File: src/rtl/core/npg_pkg.sv
`timescale 1ns / 1ps

package npg_pkg;

	// Capacity of the word and the widths that follow from it.
	localparam int MAX_SYMBOLS = 16;
	localparam int IDX_W = (MAX_SYMBOLS > 1) ? $clog2(MAX_SYMBOLS) : 1;
	localparam int LEN_W = $clog2(MAX_SYMBOLS + 1);
	localparam int SYM_W = 8;
	localparam int POS_W = 6;

	typedef logic [LEN_W-1:0] len_t;
	typedef logic [IDX_W-1:0] idx_t;
	typedef logic [SYM_W-1:0] sym_t;

	localparam len_t LEN_MAX = LEN_W'(MAX_SYMBOLS);

	// Request codes carried by an input item.
	typedef enum logic [1:0] {
		REQ_CLEAR   = 2'd0,
		REQ_LOAD    = 2'd1,
		REQ_EMIT    = 2'd2,
		REQ_ADVANCE = 2'd3
	} req_code_t;

	// Sequencer states.
	typedef enum logic [4:0] {
		ST_IDLE,
		ST_LD_RD,
		ST_LD_CMP,
		ST_LD_SH,
		ST_LD_WR,
		ST_EM_RD,
		ST_EM_OUT,
		ST_EXH,
		ST_PV_RD0,
		ST_PV_LD0,
		ST_PV_RD,
		ST_PV_CMP,
		ST_SU_RD,
		ST_SU_CMP,
		ST_SU_WR,
		ST_RV_CHK,
		ST_RV_RA,
		ST_RV_RB,
		ST_RV_WA,
		ST_RV_WB
	} state_t;

endpackage

File: src/rtl/core/npg_req_if.sv
`timescale 1ns / 1ps

interface npg_req_if import npg_pkg::*; ();
	logic       valid;
	logic       ready;
	logic [1:0] req_type;
	sym_t       symbol;

	modport source (output valid, output req_type, output symbol, input ready);
	modport sink (input valid, input req_type, input symbol, output ready);
endinterface

File: src/rtl/core/npg_res_if.sv
`timescale 1ns / 1ps

interface npg_res_if import npg_pkg::*; ();
	logic             valid;
	logic             ready;
	sym_t             out_symbol;
	logic [POS_W-1:0] position;
	logic             last_of_run;
	logic             exhausted;
	logic             overflowed;

	modport source (
		output valid, output out_symbol, output position, output last_of_run,
		output exhausted, output overflowed, input ready
	);
	modport sink (
		input valid, input out_symbol, input position, input last_of_run,
		input exhausted, input overflowed, output ready
	);
endinterface

File: src/rtl/core/next_permutation_generator.sv
`timescale 1ns / 1ps
// Clear and a load at capacity are handled in the idle state; a load scans for the insertion point,
// shifts the tail up and inserts. Emit reads and sends one symbol at a time; an advance runs the
// pivot scan, the successor scan and a suffix reversal that swaps one pair at a time.
// One item at a time: the word memory has a single read port and there is one shared
// comparator. Reset clears length, overflow flag, result valid and sequencer state.
module next_permutation_generator import npg_pkg::*; (
	input  logic     clk,
	input  logic     arst_n,
	npg_req_if.sink  req,
	npg_res_if.source res
);

	// Word memory with one write and one registered read port.
	sym_t   mem [MAX_SYMBOLS];
	logic   rd_en;
	idx_t   raddr;
	sym_t   rdata_q;
	logic   we;
	idx_t   waddr;
	sym_t   wdata;

	// Sequencer state and working registers.
	state_t state_q, state_d;
	len_t   len_q, len_d;
	logic   ovf_q, ovf_d;
	len_t   k_q, k_d;
	len_t   j_q, j_d;
	sym_t   a_q, a_d;
	sym_t   sym_q, sym_d;
	logic   rv_exh_q, rv_exh_d;

	// Result register.
	logic             o_valid_q, o_valid_d;
	sym_t             o_sym_q, o_sym_d;
	logic [POS_W-1:0] o_pos_q, o_pos_d;
	logic             o_last_q, o_last_d;
	logic             o_exh_q, o_exh_d;
	logic             o_ovf_q, o_ovf_d;
	logic             out_free;
	logic             out_load;

	// Shared comparator and derived counts.
	sym_t           cmp_x, cmp_y;
	logic           cmp_lt;
	len_t           k_m1, j_m1;
	logic [LEN_W:0] k_p1;

	assign cmp_lt = cmp_x < cmp_y;
	assign k_m1 = k_q - 1'b1;
	assign j_m1 = j_q - 1'b1;
	assign k_p1 = {1'b0, k_q} + 1'b1;
	assign out_free = !o_valid_q || res.ready;

	assign req.ready = (state_q == ST_IDLE);
	assign res.valid = o_valid_q;
	assign res.out_symbol = o_sym_q;
	assign res.position = o_pos_q;
	assign res.last_of_run = o_last_q;
	assign res.exhausted = o_exh_q;
	assign res.overflowed = o_ovf_q;

	// Memory write and registered read.
	always_ff @(posedge clk) begin
		if (we) begin
			mem[waddr] <= wdata;
		end
		if (rd_en) begin
			rdata_q <= mem[raddr];
		end
	end

	// Control registers.
	always_ff @(posedge clk or negedge arst_n) begin
		if (!arst_n) begin
			state_q <= ST_IDLE;
			len_q <= '0;
			ovf_q <= 1'b0;
			o_valid_q <= 1'b0;
		end else begin
			state_q <= state_d;
			len_q <= len_d;
			ovf_q <= ovf_d;
			o_valid_q <= o_valid_d;
		end
	end

	// Working and payload registers.
	always_ff @(posedge clk) begin
		k_q <= k_d;
		j_q <= j_d;
		a_q <= a_d;
		sym_q <= sym_d;
		rv_exh_q <= rv_exh_d;
		o_sym_q <= o_sym_d;
		o_pos_q <= o_pos_d;
		o_last_q <= o_last_d;
		o_exh_q <= o_exh_d;
		o_ovf_q <= o_ovf_d;
	end

	// Next state, memory control and result loading.
	always_comb begin
		state_d = state_q;
		len_d = len_q;
		ovf_d = ovf_q;
		k_d = k_q;
		j_d = j_q;
		a_d = a_q;
		sym_d = sym_q;
		rv_exh_d = rv_exh_q;
		rd_en = 1'b0;
		raddr = k_q[IDX_W-1:0];
		we = 1'b0;
		waddr = k_q[IDX_W-1:0];
		wdata = rdata_q;
		cmp_x = rdata_q;
		cmp_y = a_q;
		out_load = 1'b0;
		o_sym_d = o_sym_q;
		o_pos_d = o_pos_q;
		o_last_d = o_last_q;
		o_exh_d = o_exh_q;
		o_ovf_d = o_ovf_q;

		unique case (state_q)
			ST_IDLE: begin
				if (req.valid) begin
					sym_d = req.symbol;
					unique case (req_code_t'(req.req_type))
						REQ_CLEAR: begin
							len_d = '0;
							ovf_d = 1'b0;
						end
						REQ_LOAD: begin
							if (len_q >= LEN_MAX) begin
								ovf_d = 1'b1;
							end else begin
								k_d = '0;
								state_d = ST_LD_RD;
							end
						end
						REQ_EMIT: begin
							k_d = '0;
							state_d = (len_q == '0) ? ST_EXH : ST_EM_RD;
						end
						REQ_ADVANCE: begin
							k_d = len_q - 1'b1;
							state_d = (len_q < LEN_W'(2)) ? ST_EXH : ST_PV_RD0;
						end
						default: begin
							state_d = ST_IDLE;
						end
					endcase
				end
			end

			// Load: find the first stored symbol greater than the new one.
			ST_LD_RD: begin
				if (k_q == len_q) begin
					j_d = len_q;
					state_d = ST_LD_SH;
				end else begin
					rd_en = 1'b1;
					state_d = ST_LD_CMP;
				end
			end
			ST_LD_CMP: begin
				cmp_x = sym_q;
				cmp_y = rdata_q;
				if (cmp_lt) begin
					j_d = len_q;
					state_d = ST_LD_SH;
				end else begin
					k_d = k_p1[LEN_W-1:0];
					state_d = ST_LD_RD;
				end
			end

			// Load: shift the tail up one place, then insert.
			ST_LD_SH: begin
				if (j_q == k_q) begin
					we = 1'b1;
					waddr = k_q[IDX_W-1:0];
					wdata = sym_q;
					len_d = len_q + 1'b1;
					state_d = ST_IDLE;
				end else begin
					rd_en = 1'b1;
					raddr = j_m1[IDX_W-1:0];
					state_d = ST_LD_WR;
				end
			end
			ST_LD_WR: begin
				we = 1'b1;
				waddr = j_q[IDX_W-1:0];
				wdata = rdata_q;
				j_d = j_m1;
				state_d = ST_LD_SH;
			end

			// Emit the word one symbol at a time.
			ST_EM_RD: begin
				rd_en = 1'b1;
				state_d = ST_EM_OUT;
			end
			ST_EM_OUT: begin
				if (out_free) begin
					out_load = 1'b1;
					o_sym_d = rdata_q;
					o_pos_d = POS_W'(k_q);
					o_last_d = (k_p1 == {1'b0, len_q});
					o_exh_d = 1'b0;
					o_ovf_d = ovf_q;
					k_d = k_p1[LEN_W-1:0];
					state_d = (k_p1 == {1'b0, len_q}) ? ST_IDLE : ST_EM_RD;
				end
			end

			// Single exhausted result.
			ST_EXH: begin
				if (out_free) begin
					out_load = 1'b1;
					o_sym_d = '0;
					o_pos_d = '0;
					o_last_d = 1'b1;
					o_exh_d = 1'b1;
					o_ovf_d = ovf_q;
					state_d = ST_IDLE;
				end
			end

			// Pivot scan from the right; a_q holds the symbol to the right.
			ST_PV_RD0: begin
				rd_en = 1'b1;
				state_d = ST_PV_LD0;
			end
			ST_PV_LD0: begin
				a_d = rdata_q;
				state_d = ST_PV_RD;
			end
			ST_PV_RD: begin
				if (k_q == '0) begin
					j_d = len_q;
					rv_exh_d = 1'b1;
					state_d = ST_RV_CHK;
				end else begin
					rd_en = 1'b1;
					raddr = k_m1[IDX_W-1:0];
					state_d = ST_PV_CMP;
				end
			end
			ST_PV_CMP: begin
				cmp_x = rdata_q;
				cmp_y = a_q;
				a_d = rdata_q;
				if (cmp_lt) begin
					j_d = len_q - 1'b1;
					state_d = ST_SU_RD;
				end else begin
					k_d = k_m1;
					state_d = ST_PV_RD;
				end
			end

			// Successor scan from the right; a_q now holds the pivot symbol.
			ST_SU_RD: begin
				rd_en = 1'b1;
				raddr = j_q[IDX_W-1:0];
				state_d = ST_SU_CMP;
			end
			ST_SU_CMP: begin
				cmp_x = a_q;
				cmp_y = rdata_q;
				if (cmp_lt) begin
					we = 1'b1;
					waddr = k_m1[IDX_W-1:0];
					wdata = rdata_q;
					state_d = ST_SU_WR;
				end else begin
					j_d = j_m1;
					state_d = ST_SU_RD;
				end
			end
			ST_SU_WR: begin
				we = 1'b1;
				waddr = j_q[IDX_W-1:0];
				wdata = a_q;
				j_d = len_q;
				rv_exh_d = 1'b0;
				state_d = ST_RV_CHK;
			end

			// Reverse the range from k_q up to but not including j_q.
			ST_RV_CHK: begin
				if (k_p1 < {1'b0, j_q}) begin
					state_d = ST_RV_RA;
				end else if (rv_exh_q) begin
					state_d = ST_EXH;
				end else begin
					k_d = '0;
					state_d = ST_EM_RD;
				end
			end
			ST_RV_RA: begin
				rd_en = 1'b1;
				state_d = ST_RV_RB;
			end
			ST_RV_RB: begin
				rd_en = 1'b1;
				raddr = j_m1[IDX_W-1:0];
				a_d = rdata_q;
				state_d = ST_RV_WA;
			end
			ST_RV_WA: begin
				we = 1'b1;
				waddr = k_q[IDX_W-1:0];
				wdata = rdata_q;
				state_d = ST_RV_WB;
			end
			ST_RV_WB: begin
				we = 1'b1;
				waddr = j_m1[IDX_W-1:0];
				wdata = a_q;
				k_d = k_p1[LEN_W-1:0];
				j_d = j_m1;
				state_d = ST_RV_CHK;
			end

			default: begin
				state_d = ST_IDLE;
			end
		endcase

		// The result register empties when taken and fills when loaded.
		if (out_load) begin
			o_valid_d = 1'b1;
		end else if (res.ready) begin
			o_valid_d = 1'b0;
		end else begin
			o_valid_d = o_valid_q;
		end
	end

endmodule
File: src/flat_wrapper.sv
// flat-port wrapper written by rule: the top's interface ports become plain ports
module next_permutation_generator_flat import npg_pkg::*;
  (clk, arst_n, req_valid, req_req_type, req_symbol, req_ready, res_valid, res_out_symbol, res_position, res_last_of_run, res_exhausted, res_overflowed, res_ready);
  npg_req_if req_i ();
  npg_res_if res_i ();
  input  logic clk;
  input  logic arst_n;
  input wire logic [$bits(req_i.valid)-1:0] req_valid;
  input wire logic [$bits(req_i.req_type)-1:0] req_req_type;
  input wire logic [$bits(req_i.symbol)-1:0] req_symbol;
  output wire logic [$bits(req_i.ready)-1:0] req_ready;
  output wire logic [$bits(res_i.valid)-1:0] res_valid;
  output wire logic [$bits(res_i.out_symbol)-1:0] res_out_symbol;
  output wire logic [$bits(res_i.position)-1:0] res_position;
  output wire logic [$bits(res_i.last_of_run)-1:0] res_last_of_run;
  output wire logic [$bits(res_i.exhausted)-1:0] res_exhausted;
  output wire logic [$bits(res_i.overflowed)-1:0] res_overflowed;
  input wire logic [$bits(res_i.ready)-1:0] res_ready;
  assign req_i.valid = req_valid;
  assign req_i.req_type = req_req_type;
  assign req_i.symbol = req_symbol;
  assign req_ready = req_i.ready;
  assign res_valid = res_i.valid;
  assign res_out_symbol = res_i.out_symbol;
  assign res_position = res_i.position;
  assign res_last_of_run = res_i.last_of_run;
  assign res_exhausted = res_i.exhausted;
  assign res_overflowed = res_i.overflowed;
  assign res_i.ready = res_ready;
  next_permutation_generator u_core (.clk(clk), .arst_n(arst_n), .req(req_i), .res(res_i));
endmodule
File: config.mk
export PLATFORM = sky130hd
export DESIGN_NAME = next_permutation_generator_flat
export DESIGN_NICKNAME = d
export VERILOG_FILES = /design/src/rtl/core/npg_pkg.sv /design/src/rtl/core/npg_req_if.sv /design/src/rtl/core/npg_res_if.sv /design/src/rtl/core/next_permutation_generator.sv /design/src/flat_wrapper.sv
export SDC_FILE = /design/constraint.sdc
export NUM_CORES = 1
export LEC_CHECK = 0
export ABC_AREA = 1
export ABC_CLOCK_PERIOD_IN_PS = 8600
export CORE_UTILIZATION = 35
export DETAILED_ROUTE_END_ITERATION = 10
export DONT_BUFFER_PORTS = 1
export PLACE_DENSITY_LB_ADDON = 0.2
export SLEW_MARGIN = 5
export SYNTH_ARGS = -nofsm -noshare
export SYNTH_HDL_FRONTEND = slang
export SYNTH_SLANG_ARGS = --single-unit
export TNS_END_PERCENT = 20
File: constraint.sdc
create_clock -name clk -period 8.6 [get_ports clk]
set_input_delay 2.15 -clock clk [delete_from_list [all_inputs] [get_ports clk]]
set_output_delay 2.15 -clock clk [all_outputs]
set_load 0.005 [all_outputs]
Word level (Yosys, flattened, before mapping):

Memory sizes are Yosys's and may differ from the RTL's. A register that Yosys moved wholly into a read port is not among the register bits.
Index checks and enable logic that the tools add are counted.

* $add $sub $neg: 5
* magnitude comparators: 4
* reductions and logical operators: 30
* equality and inequality tests: 42
* multiplexer cells: 73

Operator list (number)
* $mux 5: 20
* $pmux 5 s19: 1
* $pmux 8 s2: 3
* $eq 5x4->1 const B: 8
* $pmux 5 s7: 1
* $mux 8: 4
* $pmux 5 s3: 2
* $pmux 5 s6: 1
* $eq 5x3->1 const B: 4
* $eq 5x5->1 const B: 4
* $ne 2x1->1 const B: 9
* $mux 1: 17
* $mux 4: 4
* $pmux 4 s4: 1
* $logic_not 5->1: 3
* $sub 5x1->5 const B: 3
* $mux 3: 4
* $mux 6: 2
* $ne 2x2->1 const B: 6
* $pmux 4 s3: 1
* $pmux 6 s2: 1
* $eq 5x2->1 const B: 2
* $eq 5x5->1: 2
* $pmux 5 s2: 1
* other kinds (32): 50

* memories: 1
* input bits: 14
* flip-flop bits (word level): 56
* RAM bits: 128
* word-level logic and storage cells: 169

Memory list
* u_core.mem: depth 16, bits a word 8, read ports 1, clocked after memory_dff 1, wr ports 1, RTL line next_permutation_generator.sv:15 `sym_t mem [MAX_SYMBOLS];`

Depth between registers and ports, before layout:

* word-level depth: 8
* mapped depth: 20

Worst setup path before layout:

No wires, ideal clock.

* kind: input to register
* start: input res_ready
* end: register u_core.k_q[0] (enable)
* path slack: 4937 ps
* arrival time: 3280 ps
* stages on the path: 6
* required time: 8217 ps
* library setup time: 383 ps
* path through: nor2_1 > nand2_1 > o21ai_0 > nor3_1 > o21ai_0 > nor4b_1

* longest elaborated chain between the ends: 3

Ends and longest elaborated chain
* from (decl): RTL line flat_wrapper.sv:18 `input wire logic [$bits(res_i.ready)-1:0] res_ready;`
* $logic_or 1x1->1: RTL line next_permutation_generator.sv:53 `assign out_free = !o_valid_q || res.ready;`
* $ne 2x1->1 (no source line)
* $reduce_and 9->1 (no source line)
* to (signal assigned): RTL line next_permutation_generator.sv:90 `k_q <= k_d;`
* to (decl): RTL line next_permutation_generator.sv:27 `len_t k_q, k_d;`

Every way passes these cells.
A chain may end at the register's enable or synchronous reset.

Final worst setup path:

* start: register u_core.state_q[2]
* end: memory u_core.mem[13][6] in the netlist's numbering (enable)

* longest elaborated chain between the ends: 8
* elaborated cells between the ends (all ways): 19

Ends and longest elaborated chain
* from (decl): RTL line next_permutation_generator.sv:24 `state_t state_q, state_d;`
* from (signal assigned): RTL line next_permutation_generator.sv:81 `state_q <= state_d;`
* $eq 5x2->1 or $eq 5x4->1 (tied branches): RTL line next_permutation_generator.sv:126 `unique case (state_q)`
* $reduce_or 2->1 (no source line)
* $mux 8: RTL line next_permutation_generator.sv:126
* $lt 8x8->1: RTL line next_permutation_generator.sv:49 `assign cmp_lt = cmp_x < cmp_y;`
* $mux 1: RTL line next_permutation_generator.sv:275 `if (cmp_lt) begin`
* $pmux 1 s3: RTL line next_permutation_generator.sv:126
* $mux 1: RTL line next_permutation_generator.sv:65 `if (we) begin`
* $mux 1 (implied by the code): RTL line next_permutation_generator.sv:66 `mem[waddr] <= wdata;`
* to (decl): RTL line next_permutation_generator.sv:15

Parallel ways exist; a longest one is shown, timed or not.

==> summary.md <==
| Metric | Value |
|---|---|
| Crit-path max FO | `21` |
| Worst slew margin | `22.9%` |
| Final WL | `24.6 mm` |
| Wirelength per Cell | `19.1 µm` |
| Pre-CTS setup slack | `4.07 ns` |
| Net Count, Synth | `982` |
| Clock insertion delay at the later pin of the skew report | `0.44 ns` |
| NumNets Final | `966` |
| F_max | `0.218 GHz` |
| Die Span X | `167 µm` |
| Critical Path AT | `4.66 ns` |
| Clock Power Share | `18.4%` |
| Cell Area, Synth | `0.00958 mm²` |
| Number of hold violations in the final report | `0` |
| Rows | `60` |
| Leakage | `3.91 nW` |
| Worst slew pin tran | `1.15 ns` |
| Sw power | `0.00198 W` |
| Clock-pin transition on the worst setup and hold timing paths | `0.08 ns` |
| Routability congestion estimate from global placement | `0.936` |
| Max-cap viol count | `0` |
| Gr ovfl total | `0` |
| Post-CTS sizing | `0` |
| Die area | `0.0280 mm²` |
| Sequential area share after synthesis | `59.3%` |
| Core Area | `0.0269 mm²` |
| Drc violations | `0` |
| Hold-fix buffers, CTS | `0` |
| Port-buffer cells | `0` |
| Setup CP Type | `flip-flop to flip-flop` |
| Met1 Use GR | `25.8%` |
| DP Area | `0.00983 mm²` |
| Via density | `5.29` |
| Area growth from synthesis to layout | `9.12%` |
| # Post-CTS Setup Buffers | `0` |
| Ys async rst share | `6.28%` |
| Met3 usage | `3.21%` |
| Met2 usage | `29.4%` |
| Setup-failing EPs final | `0` |
| Required time worst endpoint | `8.68 ns` |
| Layout cells sized above 1 | `7.17%` |
| TNS Setup | `0 ns` |
| Overall Power | `0.00431 W` |
| Die Y | `167 µm` |
| Utilization after layout | `38.9%` |
| Outcome | `finished clean` |
| H-tree depth | `4` |
| Post-synth EDFFs | `179` |
| Post-layout worst setup margin | `4.01 ns` |
| Largest net degree at the start of global routing | `98` |
| Antenna Cells | `0` |
| Internal | `0.00233 W` |
| CP Launch Type | `flip-flop` |
| Total Routing Usage GR | `18.5%` |
| DRT Pass-1 Iters | `5` |
| RSZ-0062 raised after global routing | `no` |
| Seq cells post-synth | `191` |
| Vias | `6813` |
| HPWL after DPL | `17.1 mm` |
| Initial core utilization | `35.6%` |
| Crit path time final | `4.59 ns` |
| Initial antenna violation count | `0` |
| Sequential share of power | `34.4%` |
| First-pass GRT wire length | `39.0 mm` |
| Root buf cell | `clkbuf_16` |
| Synth Flop Type | `edfxtp_1` |
| Cts bufs inserted | `17` |
| Crit end category | `flip-flop` |
| Worst hold path type | `flip-flop to flip-flop` |
| Worst Skew | `0.0180 ns` |
| Synth Instances | `951` |
| Power per cell area | `413 mW/mm²` |
| Avg Synthesized Cell Area | `10.1 µm²` |
| Design area | `0.0104 mm²` |
| VDD IR max | `0.000201 V` |
| Vias in the first global route | `6767` |
| Final Cycle Share | `53.4%` |
| YS warnings | `0` |
| Clk sink count | `191` |
| Starting DRT DRC Count | `753` |
| Gr busiest metal | `met2` |
| Clk buf depth | `2` |
| Max Slew Vio Count | `0` |
| CTS tree | `yes` |
| Switching portion of total power | `46.0%` |
| Routed Antenna Nets | `0` |
| Synth unique cells | `47` |
| IO Pins | `33` |
| Combinational share of power | `47.1%` |
layer usage:
layer / part of all wire [%] / up-vias / wire length [µm]
li1: - / 3268 / -
met1: 46 / 3299 / 11400
met2: 47 / 212 / 11500
met3: 5.3 / 34 / 1290
met4: 1.8 / 0 / 431
met5: 0 / - / 0
through the flow:
| step | instances | hold slack (ns) |
|---|---|---|
| 4_1_cts | 1289 | 0.471 |
| 6_report | 1289 | 0.464 |
| 3_5_place_dp | 1257 | 0.465 |
| 5_1_grt | 1289 | 0.480 |
| 2_1_floorplan | 951 | 0.425 |
| 3_3_place_gp | 1257 | 0.456 |
cells by family (layout without fill, tap and decap cells):
family,Yosys count,after routing,share of synthesized area (%)
xor gates and xnor gates,21,21,1.92
other,1,1,0.0392
DFF,191,191,59.3
adders and majority gates,17,17,2.22
AOI/OAI and AO/OA,133,133,9.66
and+or+nand+nor,431,431,20.3
buffers and inverters,157,154,6.57
layout make-up:
type                       instances  area (µm²)
clock buffer                      17         425
clock inverter                    15         189
inverter                         121         454
multi-input combinational        603        3270
sequential                       191        5680
fill                            2624       16400
tap                              341         427
timing repair buffer               1        7.51
critical path: stages (launching register included):
cell      delay [ns]
dfrtp_1         0.47
nor2_2          0.22
nand3_1         0.21
nand2_1         0.51
o21ai_0         0.17
ha_1            0.32
a21oi_1         0.16
nor2_1          0.06
a211oi_1        0.54
nand2_2         0.19
inv_1           0.14
nand2_1         0.07
nand4_1         0.24
nand3_1         0.24
nor2_1          0.66
sequential cells by signal, indices dropped and copies added (netlist names), 5 cells and up:
signal                 count
u_core.j_q                 5
u_core.res.position        5
u_core.a_q                 8
u_core.len_q               5
u_core.sym_q               8
u_core.res.out_symbol      8
u_core.mem               128
u_core.rdata_q             8
u_core.k_q                 5
u_core.state_q             5
cells in the mapped netlist (3+ instances only):
cell type    n  share of area [%]
nor4_1       5               0.33
o221ai_1     5               0.46
nor3_2       3               0.31
o211ai_1    73                5.7
buf_2       20                1.0
nand2_1    180                7.1
or2_1       30                2.0
nor3_1       6               0.31
o2111ai_1    3               0.27
a21oi_1      9               0.47
inv_1      105                4.1
o21ai_0     22                1.1
o22ai_1      6               0.39
ha_1        17                2.2
nand2_2      5               0.33
nor2_2       6               0.39
clkbuf_1    13               0.51
edfxtp_1   179                 56
xor2_1      14                1.3
nor2_1      88                3.4
xnor2_1      7               0.64
nand4_1      5               0.33
inv_2       14               0.55
dfrtp_1     12                3.1
nand3_1     93                4.9
cell usage in the layout, fill, tap and decap left out, drive strengths merged, types with 6 or more instances in the layout:
master / n
nand2: 186
inv: 124
o211ai: 73
a21oi: 11
xor2: 14
or2: 33
clkinv: 11
edfxtp: 179
nor2: 95
clkbuf: 17
ha: 17
nand3: 93
o21ai: 25
o22ai: 6
xnor2: 7
nor4: 6
dfrtp: 12
nor3: 9
power groups by stage:
| stage | registers (W) | logic, W | clock network, W |
|---|---|---|---|
| floorplan | 0.00143 | 0.00147 | 0 |
| CTS | 0.00148 | 0.00204 | 0.000810 |
| global placement | 0.00151 | 0.00204 | 0 |
| global route | 0.00150 | 0.00228 | 0.000838 |
| finish | 0.00149 | 0.00203 | 0.000794 |
| detailed placement | 0.00150 | 0.00204 | 0 |
final timing paths:
| path | from | end | slack [ns] | cells after the start |
|---|---|---|---|---|
| setup / recovery | u_core.state_q[2] | u_core.mem[13][6] | 4.01 | 14 |
| hold / removal | u_core.ovf_q | u_core.res.overflowed | 0.46 | 0 |
| setup reg to reg | u_core.state_q[2] | u_core.mem[13][6] | 4.01 | 14 |
| hold reg to reg | u_core.ovf_q | u_core.res.overflowed | 0.46 | 0 |
| max in group asynchronous | arst_n | u_core.len_q[0] | 7.12 | 0 |
| min in group asynchronous | arst_n | u_core.len_q[4] | 1.40 | 0 |
(Power assumes the default switching activity.)
